`config.mk`:
```
export PLATFORM = sky130hd
export DESIGN_NAME = mrc_frame_core
export DESIGN_NICKNAME = d
export VERILOG_FILES = /design/src/rtl/core/mrc_pkg.sv /design/src/rtl/core/mrc_frame_core.sv
export SDC_FILE = /design/constraint.sdc
export NUM_CORES = 1
export LEC_CHECK = 0
export BUFFER_PORTS_ARGS = -buffer_cell sky130_fd_sc_hd__buf_2
export CAP_MARGIN = 10
export CELL_PAD_IN_SITES_DETAIL_PLACEMENT = 1
export CELL_PAD_IN_SITES_GLOBAL_PLACEMENT = 2
export CORE_MARGIN = 2
export CORE_UTILIZATION = 34
export DETAILED_ROUTE_END_ITERATION = 8
export HOLD_SLACK_MARGIN = 0.05
export PLACE_DENSITY_LB_ADDON = 0.3
export SYNTH_ARGS = -nofsm -noshare
export SYNTH_HDL_FRONTEND = slang
export SYNTH_SLANG_ARGS = --single-unit
```
`constraint.sdc`:
```
create_clock -name i_clk -period 3.6 [get_ports i_clk]
set_clock_uncertainty 0.05 [all_clocks]
set_input_delay 0.36 -clock i_clk [delete_from_list [all_inputs] [get_ports i_clk]]
set_output_delay 0.36 -clock i_clk [all_outputs]
set_load 0.005 [all_outputs]
```
`src/rtl/core/mrc_pkg.sv`:
```
// shared types, codes and the crc-16 byte update for the modbus response checker
package mrc_pkg;

    localparam int MRC_MAX_FRAME_BYTES = 256;

    localparam logic [15:0] MRC_CRC_INIT = 16'hFFFF;
    localparam logic [15:0] MRC_CRC_POLY = 16'hA001;
    localparam logic [7:0]  MRC_EXC_BIT  = 8'h80;

    typedef logic [2:0] t_verdict;
    localparam t_verdict VERDICT_OK    = 3'd0;
    localparam t_verdict VERDICT_SHORT = 3'd1;
    localparam t_verdict VERDICT_EXC   = 3'd2;
    localparam t_verdict VERDICT_COUNT = 3'd3;
    localparam t_verdict VERDICT_CRC   = 3'd4;

    localparam logic MODE_READ  = 1'b0;
    localparam logic MODE_WRITE = 1'b1;

    typedef logic [0:0] t_cfg_index;
    localparam t_cfg_index CFG_CHECK_MODE     = 1'b0;
    localparam t_cfg_index CFG_EXPECTED_COUNT = 1'b1;

    localparam int MRC_CFG_DATA_W = 7;
    localparam int MRC_COUNT_W    = 7;

    typedef struct packed {
        logic                   value_valid;
        logic signed [15:0]     reg_value;
        logic [MRC_COUNT_W-1:0] reg_index;
        logic                   verdict_valid;
        t_verdict               verdict;
    } t_step_result;

    // reflected crc-16, one byte, lsb first
    function automatic logic [15:0] crc16_byte(input logic [15:0] crc, input logic [7:0] b);
        logic [15:0] c;
        c = crc ^ {8'h00, b};
        for (int k = 0; k < 8; k++) begin
            c = c[0] ? ((c >> 1) ^ MRC_CRC_POLY) : (c >> 1);
        end
        return c;
    endfunction

endpackage

```
`src/rtl/core/mrc_frame_core.sv`:
```
// frame state, running crc and per-byte decode of one response frame
module mrc_frame_core
    import mrc_pkg::*;
#(
    parameter int MAX_FRAME_BYTES = MRC_MAX_FRAME_BYTES
) (
    input  logic                   i_clk,
    input  logic                   i_rst_n,
    input  logic                   i_fire,
    input  logic [7:0]             i_byte,
    input  logic                   i_end,
    input  logic                   i_check_mode,
    input  logic [MRC_COUNT_W-1:0] i_expected_count,
    output t_step_result           o_result
);

    localparam int POS_W = $clog2(MAX_FRAME_BYTES + 1);
    localparam int CMP_W = (POS_W + 1 > 9) ? POS_W + 1 : 9;

    logic [15:0]      r_crc,   n_crc;
    logic [POS_W-1:0] r_pos,   n_pos;
    logic             r_exc,   n_exc;
    logic [7:0]       r_count, n_count;
    logic [7:0]       r_held,  n_held;
    logic             r_echo,  n_echo;

    logic             saturated;
    logic [CMP_W-1:0] idx;
    logic [CMP_W-1:0] len;
    logic [CMP_W-1:0] min_read_len;
    t_step_result     res;

    always_comb begin
        saturated    = (r_pos >= POS_W'(MAX_FRAME_BYTES));
        idx          = CMP_W'(r_pos - POS_W'(3)) >> 1;
        len          = CMP_W'(r_pos) + CMP_W'(1);
        min_read_len = CMP_W'(5) + CMP_W'({i_expected_count, 1'b0});

        n_crc   = crc16_byte(r_crc, i_byte);
        n_pos   = r_pos;
        n_exc   = r_exc;
        n_count = r_count;
        n_held  = r_held;
        n_echo  = r_echo;
        res     = '0;

        if (!saturated) begin
            if (r_pos == POS_W'(1) && (i_byte & MRC_EXC_BIT) != 8'h00) begin
                n_exc = 1'b1;
            end
            if (r_pos == POS_W'(2)) begin
                n_count = i_byte;
            end
            if (r_pos == POS_W'(7)) begin
                n_echo = (n_crc == 16'h0000);
            end
            if (i_check_mode == MODE_READ && r_pos >= POS_W'(3)) begin
                // data pairs start at byte 3, high byte at odd positions
                if (r_pos[0]) begin
                    n_held = i_byte;
                end else if (idx < CMP_W'(i_expected_count)) begin
                    res.value_valid = 1'b1;
                    res.reg_value   = {r_held, i_byte};
                    res.reg_index   = idx[MRC_COUNT_W-1:0];
                end
            end
            n_pos = r_pos + POS_W'(1);
        end

        if (i_end) begin
            res.verdict_valid = 1'b1;
            if (i_check_mode == MODE_READ) begin
                priority if (len < min_read_len)                      res.verdict = VERDICT_SHORT;
                else if (n_exc)                                       res.verdict = VERDICT_EXC;
                else if (n_count != {i_expected_count, 1'b0})         res.verdict = VERDICT_COUNT;
                else if (n_crc != 16'h0000)                           res.verdict = VERDICT_CRC;
                else                                                  res.verdict = VERDICT_OK;
            end else begin
                priority if (len < CMP_W'(8)) res.verdict = VERDICT_SHORT;
                else if (n_exc)               res.verdict = VERDICT_EXC;
                else if (!n_echo)             res.verdict = VERDICT_CRC;
                else                          res.verdict = VERDICT_OK;
            end
            // next frame starts clean
            n_crc   = MRC_CRC_INIT;
            n_pos   = '0;
            n_exc   = 1'b0;
            n_count = 8'h00;
            n_held  = 8'h00;
            n_echo  = 1'b0;
        end
    end

    always_ff @(posedge i_clk) begin
        if (!i_rst_n) begin
            r_crc   <= MRC_CRC_INIT;
            r_pos   <= '0;
            r_exc   <= 1'b0;
            r_count <= 8'h00;
            r_held  <= 8'h00;
            r_echo  <= 1'b0;
        end else if (i_fire) begin
            r_crc   <= n_crc;
            r_pos   <= n_pos;
            r_exc   <= n_exc;
            r_count <= n_count;
            r_held  <= n_held;
            r_echo  <= n_echo;
        end
    end

    assign o_result = res;

endmodule

```
==> summary.txt <==
Floorplan
  – Core Area: 9639 sq um
  – # rows: 36
  – Die Wd: 103.0 um
  – Die height: 103.0 um
  – Starting Density: 34.59%
  – Total die area: 10620 sq um
  – I/O pins: 48

Drt
  – Via density per instance: 5.225
  – WL final: 10.81 mm
  – DRC Markers: 0
  – Pre-Repair DR Iteration Count: 4
  – DR vias: 3250
  – Initial drt markers: 100
  – WL/cell: 17.38 um
  – Final ANT Viol Nets: 0

Synthesis
  – Synthesized area per cell: 7.773 sq um
  – Sequential area share after synthesis: 25.82%
  – Yosys cell types: 57
  – FFs w/ async S/R, synth: 0%
  – Post-synth top area share: 25.82%
  – Ys Warns: 0
  – Post-synth top cells: dfxtp_1 (43), inv_1 (41), nand2_1 (33)
  – Post-synth EDFFs: 0
  – #FFs+latches synth: 43
  – Cell area after synthesis: 3334 sq um
  – Post-Synthesis Cells: 429
  – Net Count, Synth: 468
  – Cell with the most instances after synthesis: dfxtp_1
  – Top post-synthesis cells by area: dfxtp_1 (26%), xnor2_1 (8.1%), ha_1 (7.1%), nor2b_1 (5.8%), a211oi_1 (5.4%)
  – Post-synthesis cell type with the largest combined area: dfxtp_1
  – Dominant synthesized flop cell: dfxtp_1

Critical path
  – CP Max Fanout: 3
  – Worst Setup End Kind: primary output
  – Crit path DAT: 3410 ps
  – Data required, critical path: 3190 ps
  – Critical path startpoint category: register
  – Kind of critical path: register to primary output

Clock network
  – Worst-path clk slew: 90 ps
  – H-tree Lvls: 2
  – Clk buf depth: 2
  – Clock Sinks: 43
  – TritonCTS clock tree: done
  – Root Driver: clkbuf_8
  – Cts hold-fix bufs: 0
  – Cts bufs inserted: 5
  – Clock Latency Late Sink: 310 ps

Timing
  – Final WS setup: -220.9 ps
  – Slew @ Worst Pin: 679.5 ps
  – Final critical-path share of the clock period: 106.1%
  – Final setup viols: 1
  – Min cycle time layout: 3821 ps
  – RSZ-0062 raised after global routing: true
  – Slew margin rel.: 54.40%
  – Slew Viols, Final: 0
  – Max Clk Rate: 261.7 MHz
  – Final Hold Viols: 0

Final layout
  – Non-filler cells, final: 622
  – Post-layout util: 42.43%
  – Antenna cells: 0
  – Final-stage net count: 527
  – Share of post-route cells with drive strength above 1: 24.54%
  – Fill cell count: 1209
  – Synth-to-Final Area Change: 22.66%

Global route
  – M1 GR Usage: 26.77%
  – Total grt overflow: 0
  – GR Layer Usage met3: 2.237%
  – First-pass GRT wire length: 17.18 mm
  – Largest net degree at the start of global routing: 35
  – Most Used Layer, Global Route: met2
  – M2 GR Usage: 38.11%
  – Vias in the first global route: 3294
  – Antenna violations before repair: 0
  – Tot GR Track Use: 20.96%

Power
  – Combinational Power Share: 34.7%
  – Worst VDD drop: 0.2084 mV
  – Total power: 1.388 mW
  – Pint: 0.9540 mW
  – Clk pwr share: 28.2%
  – Sequential power share: 37.1%
  – Sw Share: 31.29%
  – Pwr/cell area: 339.5 nW/um^2
  – Leak: 1.685 nW
  – NetSw: 0.4345 mW

Run
  – Max-Cap Viols: 0

Outcome
  – Failing checks: setup timing
  – Run status: finished, violations left

Placement
  – Buffers on Ports: 47
  – Detail Placement HPWL: 8.087 mm
  – Placed Cells incl. Taps: 607
  – GPL Wtd Cong: 0.7812

Worst hold path
  – Worst hold path class: input port to register
-- power by group through the flow --
| stage | combinational [mW] | sequential, mW | clock, mW |
|---|---|---|---|
| after global placement | 0.396 | 0.523 | 0 |
| after CTS | 0.456 | 0.515 | 0.402 |
| after global routing | 0.527 | 0.519 | 0.418 |
| after detailed placement | 0.407 | 0.524 | 0 |
| final | 0.482 | 0.515 | 0.392 |
| after floorplan | 0.262 | 0.519 | 0 |
-- cells in the final DEF, fill, tap and decap left out, types with 3 or more instances in the layout --
cell / synthesis / layout
inv_1: 41 / 41
nor3_1: 6 / 6
nor2b_1: 31 / 31
ha_1: 19 / 17
a21o_1: 5 / 4
xnor2_2: 0 / 8
a22oi_1: 17 / 17
xor2_1: 11 / 10
nand3_1: 11 / 11
o21ai_0: 27 / 26
dfxtp_1: 43 / 34
a211oi_1: 24 / 24
clkbuf_8: 0 / 5
dfxtp_2: 0 / 8
nor4_1: 5 / 4
or3_1: 7 / 7
xnor2_1: 31 / 23
o21a_1: 3 / 3
and3_1: 7 / 7
nor2_1: 16 / 16
a21oi_1: 11 / 11
and2_1: 7 / 6
buf_4: 1 / 34
a31oi_1: 3 / 3
buf_2: 3 / 47
nand4_1: 5 / 5
nand2_1: 33 / 33
o21ai_1: 2 / 3
-- metrics by stage --
stage               area [sq um]  hold WS, ps  setup slack [ps]  setup TNS (ps)
detailed placement          3807        436.9            -320.8          -320.8
global placement            3807        429.7            -209.4          -209.4
CTS                         4023        419.4            -232.1          -232.1
finish                      4090        420.9            -220.9          -220.9
floorplan                   3334        402.3             164.6               0
global route                4090        465.1            -405.5          -405.5
-- worst paths after layout --
path	startpoint	end	slack, ps	cells after the start
max	r_crc[0]$_SDFFE_PN1P_	o_result[2]	-220	12
min	i_byte[7]	r_count[7]$_SDFFE_PN0P_	420	3
max reg2reg	r_crc[0]$_SDFFE_PN1P_	r_echo$_SDFFE_PN0P_	430	11
min reg2reg	r_crc[7]$_SDFFE_PN1P_	r_crc[7]$_SDFFE_PN1P_	450	2
-- routing by layer --
| layer | wire length (um) | part of all wire, % |
|---|---|---|
| met1 | 5001 | 46 |
| met2 | 5521 | 51 |
| met3 | 180 | 1.7 |
| met4 | 109 | 1.0 |
| met5 | 0 | 0 |
-- worst max-delay path, cell delays in order (launching register included) --
cell       delay, ps
dfxtp_2          350
xnor2_2          200
xnor2_2          160
xnor3_2          490
xnor2_2          210
ha_2             200
or4b_4           450
nor4_2           210
and4_1           220
nand4_1          170
o2111ai_1        220
o21ai_1          100
buf_2            130
-- kinds of logic (layout without fill, tap and decap cells) --
| family | after synthesis | in the layout | share of synthesized area [%] |
|---|---|---|---|
| AOI/OAI and AO/OA | 107 | 107 | 21.39 |
| xor gates and xnor gates | 44 | 44 | 12.38 |
| adders and majority gates | 19 | 19 | 7.130 |
| buffers and inverters | 70 | 130 | 8.555 |
| DFF | 43 | 43 | 25.82 |
| muxes | 3 | 3 | 0.9381 |
| and+or+nand+nor | 143 | 143 | 23.79 |
-- layout make-up --
| cell class | count | area (sq um) | share of cell area [%] |
|---|---|---|---|
| multi-input combinational | 316 | 2292 | 56.04 |
| sequential | 43 | 874.6 | 21.38 |
| timing repair buffer | 81 | 490.5 | 11.99 |
| tap | 133 | 166.4 | 4.069 |
| inverter | 41 | 153.9 | 3.763 |
| clock buffer | 5 | 68.82 | 1.682 |
| clock inverter | 3 | 43.79 | 1.071 |
-- sequential cells by signal, indices dropped and copies added, names as in the netlist --
signal / count
r_crc: 16
r_pos: 9
r_count: 8
r_held: 8
r_echo: 1
r_exc: 1
-- what timing repair did --
action                     4_1_cts  5_1_grt
setup buffers                    5        2
pin swaps                        8        8
gates resized for setup         15       14
setup endpoints to repair       27        5
(Power assumes the default switching activity.)
